<file path="src/hdl/tme_pkg.sv">
// ----------------------------------------------------------------------------
// tme_pkg: shared types and constants for the tape machine executor
// Tape size, opcode codes, channel item types and the control/status
// bundles between the controller and the datapath.
// ----------------------------------------------------------------------------
`default_nettype none

package tme_pkg;

    // Tape geometry
    localparam int TAPE_DEPTH = 65536;
    localparam int HEAD_W     = $clog2(TAPE_DEPTH);

    // Opcodes
    localparam logic [4:0] OP_INC    = 5'd0;
    localparam logic [4:0] OP_DEC    = 5'd1;
    localparam logic [4:0] OP_LEFT   = 5'd2;
    localparam logic [4:0] OP_RIGHT  = 5'd3;
    localparam logic [4:0] OP_OUT    = 5'd4;
    localparam logic [4:0] OP_IN     = 5'd5;
    localparam logic [4:0] OP_BEGIN  = 5'd6;
    localparam logic [4:0] OP_END    = 5'd7;
    localparam logic [4:0] OP_ADD    = 5'd8;
    localparam logic [4:0] OP_SUB    = 5'd9;
    localparam logic [4:0] OP_MVL    = 5'd10;
    localparam logic [4:0] OP_MVR    = 5'd11;
    localparam logic [4:0] OP_SET    = 5'd12;
    localparam logic [4:0] OP_ADDOFF = 5'd13;
    localparam logic [4:0] OP_SUBOFF = 5'd14;
    localparam logic [4:0] OP_SETOFF = 5'd15;
    localparam logic [4:0] OP_MULT   = 5'd16;

    // One instruction request
    typedef struct packed {
        logic [4:0] cmd;
        logic [7:0] arg_first;
        logic [7:0] arg_second;
        logic [7:0] in_byte;
    } t_in_item;

    // One result request
    typedef struct packed {
        logic        jump_taken;
        logic [15:0] jump_target;
        logic        out_valid;
        logic [7:0]  out_byte;
        logic        bad_opcode;
    } t_out_item;

    // Controller to datapath commands
    typedef struct packed {
        logic clear_we;
        logic accept;
        logic exec;
        logic mac;
        logic load_out;
    } t_dp_cmd;

    // Datapath to controller status
    typedef struct packed {
        logic clear_last;
        logic is_mult;
    } t_dp_sts;

endpackage

`default_nettype wire

</file>
<file path="src/hdl/tme_ctl.sv">
// ----------------------------------------------------------------------------
// tme_ctl: executor controller
// Sequences the tape clear after reset and the read/execute/accumulate
// steps of each instruction, and owns both channel handshakes.
// ----------------------------------------------------------------------------
`default_nettype none

module tme_ctl (
    input  wire logic             i_clk,
    input  wire logic             i_rst_n,
    input  wire logic             i_in_valid,
    output logic                  o_in_ready,
    output logic                  o_out_valid,
    input  wire logic             i_out_ready,
    output tme_pkg::t_dp_cmd      o_cmd,
    input  wire tme_pkg::t_dp_sts i_sts
);
    import tme_pkg::*;

    localparam logic [1:0] ST_CLEAR = 2'd0;
    localparam logic [1:0] ST_IDLE  = 2'd1;
    localparam logic [1:0] ST_EXEC  = 2'd2;
    localparam logic [1:0] ST_MAC   = 2'd3;

    logic [1:0] r_state, n_state;
    logic       r_full, n_full;
    logic       w_accept;

    // Take a request only when idle and the result slot is free or draining
    assign o_in_ready  = (r_state == ST_IDLE) && (!r_full || i_out_ready);
    assign w_accept    = i_in_valid && o_in_ready;
    assign o_out_valid = r_full;

    // Drive datapath commands
    always_comb begin
        o_cmd.clear_we = (r_state == ST_CLEAR);
        o_cmd.accept   = w_accept;
        o_cmd.exec     = (r_state == ST_EXEC);
        o_cmd.mac      = (r_state == ST_MAC);
        o_cmd.load_out = ((r_state == ST_EXEC) && !i_sts.is_mult) || (r_state == ST_MAC);
    end

    // Advance the sequencer
    always_comb begin
        n_state = r_state;
        case (r_state)
            ST_CLEAR: begin
                if (i_sts.clear_last) n_state = ST_IDLE;
            end
            ST_IDLE: begin
                if (w_accept) n_state = ST_EXEC;
            end
            ST_EXEC: begin
                n_state = i_sts.is_mult ? ST_MAC : ST_IDLE;
            end
            ST_MAC: begin
                n_state = ST_IDLE;
            end
            default: begin
                n_state = ST_IDLE;
            end
        endcase
    end

    // Hold the result slot until the sink takes it
    always_comb begin
        n_full = r_full;
        if (o_cmd.load_out) begin
            n_full = 1'b1;
        end else if (r_full && i_out_ready) begin
            n_full = 1'b0;
        end
    end

    always_ff @(posedge i_clk) begin
        if (!i_rst_n) begin
            r_state <= ST_CLEAR;
            r_full  <= 1'b0;
        end else begin
            r_state <= n_state;
            r_full  <= n_full;
        end
    end

    // A new result never lands on one still waiting
    a_load_free: assert property (@(posedge i_clk) disable iff (!i_rst_n)
        o_cmd.load_out |-> !r_full)
        else $error("result loaded while slot occupied");

    // An accepted request is executed in the next cycle
    a_accept_exec: assert property (@(posedge i_clk) disable iff (!i_rst_n)
        w_accept |=> (r_state == ST_EXEC))
        else $error("accepted request not executed");

    // Accumulate step only follows an execute step of a multiply
    a_mac_order: assert property (@(posedge i_clk) disable iff (!i_rst_n)
        (r_state == ST_MAC) |-> ($past(r_state) == ST_EXEC && $past(i_sts.is_mult)))
        else $error("accumulate step out of order");

endmodule

`default_nettype wire

</file>
<file path="config.mk">
export PLATFORM = sky130hd
export DESIGN_NAME = tme_ctl
export DESIGN_NICKNAME = d
export VERILOG_FILES = /design/src/hdl/tme_pkg.sv /design/src/hdl/tme_ctl.sv
export SDC_FILE = /design/constraint.sdc
export NUM_CORES = 1
export LEC_CHECK = 0
export BUFFER_PORTS_ARGS = -buffer_cell sky130_fd_sc_hd__buf_2
export CAP_MARGIN = 20
export CELL_PAD_IN_SITES_DETAIL_PLACEMENT = 1
export CELL_PAD_IN_SITES_GLOBAL_PLACEMENT = 1
export CORE_AREA = 2 2 39 41
export CTS_CLUSTER_SIZE = 8
export DETAILED_ROUTE_END_ITERATION = 10
export DIE_AREA = 0 0 41 43
export HOLD_SLACK_MARGIN = 0.03
export PLACE_DENSITY = 0.68
export SYNTH_ARGS = -nofsm -noshare
export SYNTH_HDL_FRONTEND = slang
export SYNTH_SLANG_ARGS = --single-unit
</file>
<file path="constraint.sdc">
create_clock -name i_clk -period 1.89 [get_ports i_clk]
set_input_delay 0.567 -clock i_clk [delete_from_list [all_inputs] [get_ports i_clk]]
set_output_delay 0.567 -clock i_clk [all_outputs]
set_load 0.01 [all_outputs]
</file>
After elaboration in Yosys (flattened, before gate mapping)
Index checks and enable logic that the tools add are counted.

Add/subtract/negate cells: 0. Multiply operators: 0. Divide/modulo/power cells: 0. $lt $le $gt $ge: 0. Eq/ne operators: 5. Shifts and indexed selects: 0. Mux-type cells: 6. Bitwise logic cells: 0. Reductions and logical operators: 11.

Operators by type and width (number): 2-bit one-hot mux with 4 select lines (1); 2-bit 2-to-1 mux (3); 2-bit equality test (second input constant) (2); 1-bit logical AND (4); 2-bit by 1-bit equality test with 1-bit output (second input constant) (1); 1-bit logical NOT (2); 2-bit logical NOT (1); 1-bit logical OR (2); 1-bit 2-to-1 mux (2); 2-bit by 1-bit != test with 1-bit output (second input constant) (1); 2-bit != test (second input constant) (1); 2-bit AND reduction (1); 2-bit nonzero test (1).

Bits in registers: 3. Bits in latches: 0. Bits in writable memories: 0. Memory bits (read-only): 0. Memories kept: 0.

Longest topological paths before layout
Depth in word-level cells: 6. Depth in mapped cells: 5.

Worst setup path before layout
No wires, ideal clock.

Kind: input -> output. From: in i_out_ready. To: out o_cmd[3] (netlist bit). Arrival: 1038 ps. Data required time: 1323 ps. Slack: 285 ps. Stages on the path: 3. Cells stage by stage: nand2b_4 and3_2 buf_4.

Longest elaborated chain between the ends: 3.

RTL lines: start, declared (RTL line tme_ctl.sv:14) `input wire logic i_out_ready,`; 1-bit logical OR (RTL line tme_ctl.sv:30) `assign o_in_ready = (r_state == ST_IDLE) && (!r_full || i_out_ready);`; 1-bit logical AND (RTL line tme_ctl.sv:30); 1-bit logical AND (RTL line tme_ctl.sv:31) `assign w_accept = i_in_valid && o_in_ready;`; end, declared (RTL line tme_ctl.sv:15) `output tme_pkg::t_dp_cmd o_cmd,`.

Every way passes these cells.

==> impl_metrics.ini <==
[outcome]
status = finished clean

[synthesis]
post_synth.cell_area_avg_sq_um = 9.566
yosys.cell_types.count = 17
yosysMostFrequentCell = ha_1
synth_nets = 43
yosysTopAreaCell = ha_1
synth-main-ff-cell = dfxtp_1
synth.top_cells.by_area = ha_1, dfxtp_1, o221ai_4, mux2i_1, inv_1
yosysSeqAreaShare_pct = 20.25
synth-seq-cells = 3
syn-instance-count = 31
synth-edff-count = 0
yosysWarnings = 0
async_reset_ff_share_pct = 0
yosysTopAreaCellShare_pct = 25.32
syn_area_sq_um = 296.5
netlist_top_cells_count = ha_1, inv_1, dfxtp_1

[timing]
period_minus_slack_ps = 1798
fin_crit_sh_pct = 95.12
skew_ps = 0.4886
setup_violations = 0
worstMarginPinSlew_ps = 219.1
rsz0062_at_grt = no
hold_viol = 0
fin_setup_tns_ps = 0
slew_headroom_pct = 85.40
fmaxAchievable_mhz = 556.3
maxSlewViolCount = 0

[global_routing]
grt_pass1_vias = 259
grt_pass1_wl_um = 972
grt_use_met1_pct = 5.751
gr-usage-met2_pct = 15.94
grt_overflow = 0
grt_busiest_layer = met2
grt_max_degree = 6
grt_usage_pct = 8.517
antenna_found_initial = 0
met3_usage_pct = 6.806

[floorplanning]
io_pins = 13
rows = 14
start_util_pct = 21.43
die-width_um = 41
die_height_um = 43
die_area_sq_um = 1763
core_area_sq_um = 1384

[placed_design]
io_buffer_count = 12
hpwl_um = 565.8
dpl_cell_area_sq_um = 361.6
dp_cells = 57
place_congestion = 0.5525

[clock_network]
path_clk_slew_ps = 40
clock_latency_ps = 230
cts_max_path_buffers = 2
cts_made_buffers = 3
cts_tree = done
htree_levels = 1
cts.sinks = 3
root_buffer = clkbuf_4
postCtsHoldBufs = 0
cts_setup_buffers = 0

[worst_hold_path]
hp-start = r_state[0]$_SDFFE_PN0P_
hold_path_class = register to register
min_to = r_state[0]$_SDFFE_PN0P_
hold_depth = 2

[worst_setup_path]
crit_top_cell = inv_1
arrival_ps = 1230
path_cells = inv_1, ha_1, a21oi_2, inv_1, buf_2
r2r_end = r_state[1]$_SDFFE_PN0P_
end_kind = output port
reg2regPathDepth = 5
path_max_fanout = 5
cpPeakStageDelay_ps = 360
crit_slowest_cell = dfxtp_2
r2r-start = r_state[0]$_SDFFE_PN0P_
required_ps = 1320
r2r_slack_ps = 690
startpoint = r_state[0]$_SDFFE_PN0P_
critical_path_class = register to output port
setup.worst_path.start_class = register

[final_layout]
synthToLayoutAreaGrowth_pct = 33.76
fin_cells = 61
fill_cells = 172
antenna_cells = 0
nets = 58
fin_util_pct = 28.66
drive_gt1_share_pct = 57.78
final_cell_area_sq_um = 396.6

[power]
p_per_area_nw_per_um2 = 926.7
p_sw_uw = 130.9
leakage_uw = 0.0002167
ir_drop_v = 0.0003389
pwr-share-comb_pct = 45.5
pwr-share-clk_pct = 30.0
swShare_pct = 35.62
seqPwrFrac_pct = 24.5
p_int_uw = 236.6

[route]
routed_wl_um = 636
via_count = 251
drt-vias-per-instance = 4.115
drt_iter0_markers = 0
post-route-drc-count = 0
ant_nets = 0
wl_per_cell_um = 10.43
dr.pass1.iters = 1

[flow_run]
max_cap_violations = 0
state kept, by name, summed over array words and instances (netlist names):
name and cells:
o_out_valid 1, r_state 2
layout by cell type, fill, tap and decap left out:
cell,n
dfxtp_2,2
nand2_1,2
and2_2,1
ha_1,5
nand3_1,1
inv_2,1
o221ai_4,1
a21oi_2,1
a21o_2,1
dfxtp_1,1
and3_2,1
inv_1,5
clkbuf_4,3
ha_2,1
buf_2,12
nand2b_1,1
a21boi_0,1
nand2b_4,1
nand2b_2,1
clkbuf_1,1
mux2i_1,2
layout make-up:
type	instances	area, sq um	area share [%]
Clock buffer	4	26.28	6.625
Inverter	6	22.52	5.678
Multi-Input combinational cell	20	205.2	51.74
Sequential cell	3	62.56	15.77
Tap cell	16	20.02	5.047
Timing Repair Buffer	12	60.06	15.14
stage by stage:
stage / worst slack (ps) / power, uW / hold WS, ps
floorplan: 284.8 / 215.5 / 486.4
global placement: 179.4 / 250.2 / 520.2
detailed placement: 175.8 / 257.7 / 535.6
CTS: 15.44 / 376.7 / 502.9
global route: 10.44 / 407.1 / 528.7
finish: 92.30 / 367.6 / 493.7
kinds of logic (layout without fill, tap and decap cells):
logic type	count (synthesis)	count (layout)	share of synthesized area (%)
buffers and inverters	8	22	12.66
multiplexers	2	2	6.751
adder cells (fa/ha/maj)	6	6	25.32
flip-flops	3	3	20.25
AO/OA/AOI/OAI	4	4	16.04
AND/OR/NAND/NOR	8	8	18.99
worst max-delay path by stage:
stage | end | slack (ps) | cells past startpoint
floorplan | o_cmd[3] | 280 | 3
global placement | o_cmd[3] | 180 | 4
detailed placement | o_cmd[3] | 180 | 4
CTS | o_cmd[0] | 20 | 5
global route | o_cmd[0] | 10 | 5
finish | o_cmd[0] | 90 | 5
critical path, delay by kind of cell, from the launching register on:
kind,cells,cell delay (ps)
DFF,1,360
buffers and inverters,3,270
adders and majority gates,1,230
AOI/OAI and AO/OA,1,140
power groups by stage:
stage               sequential, uW  combinational (uW)  clock (uW)
floorplan                     86.2                 129           0
global placement              89.3                 161           0
detailed placement            89.9                 168           0
CTS                           91.1                 168         117
global route                  93.4                 189         124
finish                        90.0                 167         110
repair_timing:
action / 4_1_cts / 5_1_grt
gates cloned: 0 / 0
resized for setup: 2 / 2
endpoints found under the hold margin: 0 / 0
endpoints found under the setup margin: 3 / 3
metal layers:
metal | wire, um | vias up
met3 | 39 | 0
li1 | - | 126
met4 | 0 | 0
met1 | 224 | 116
met2 | 371 | 9
met5 | 0 | -
No activity file was read; power rests on OpenSTA's default activity.
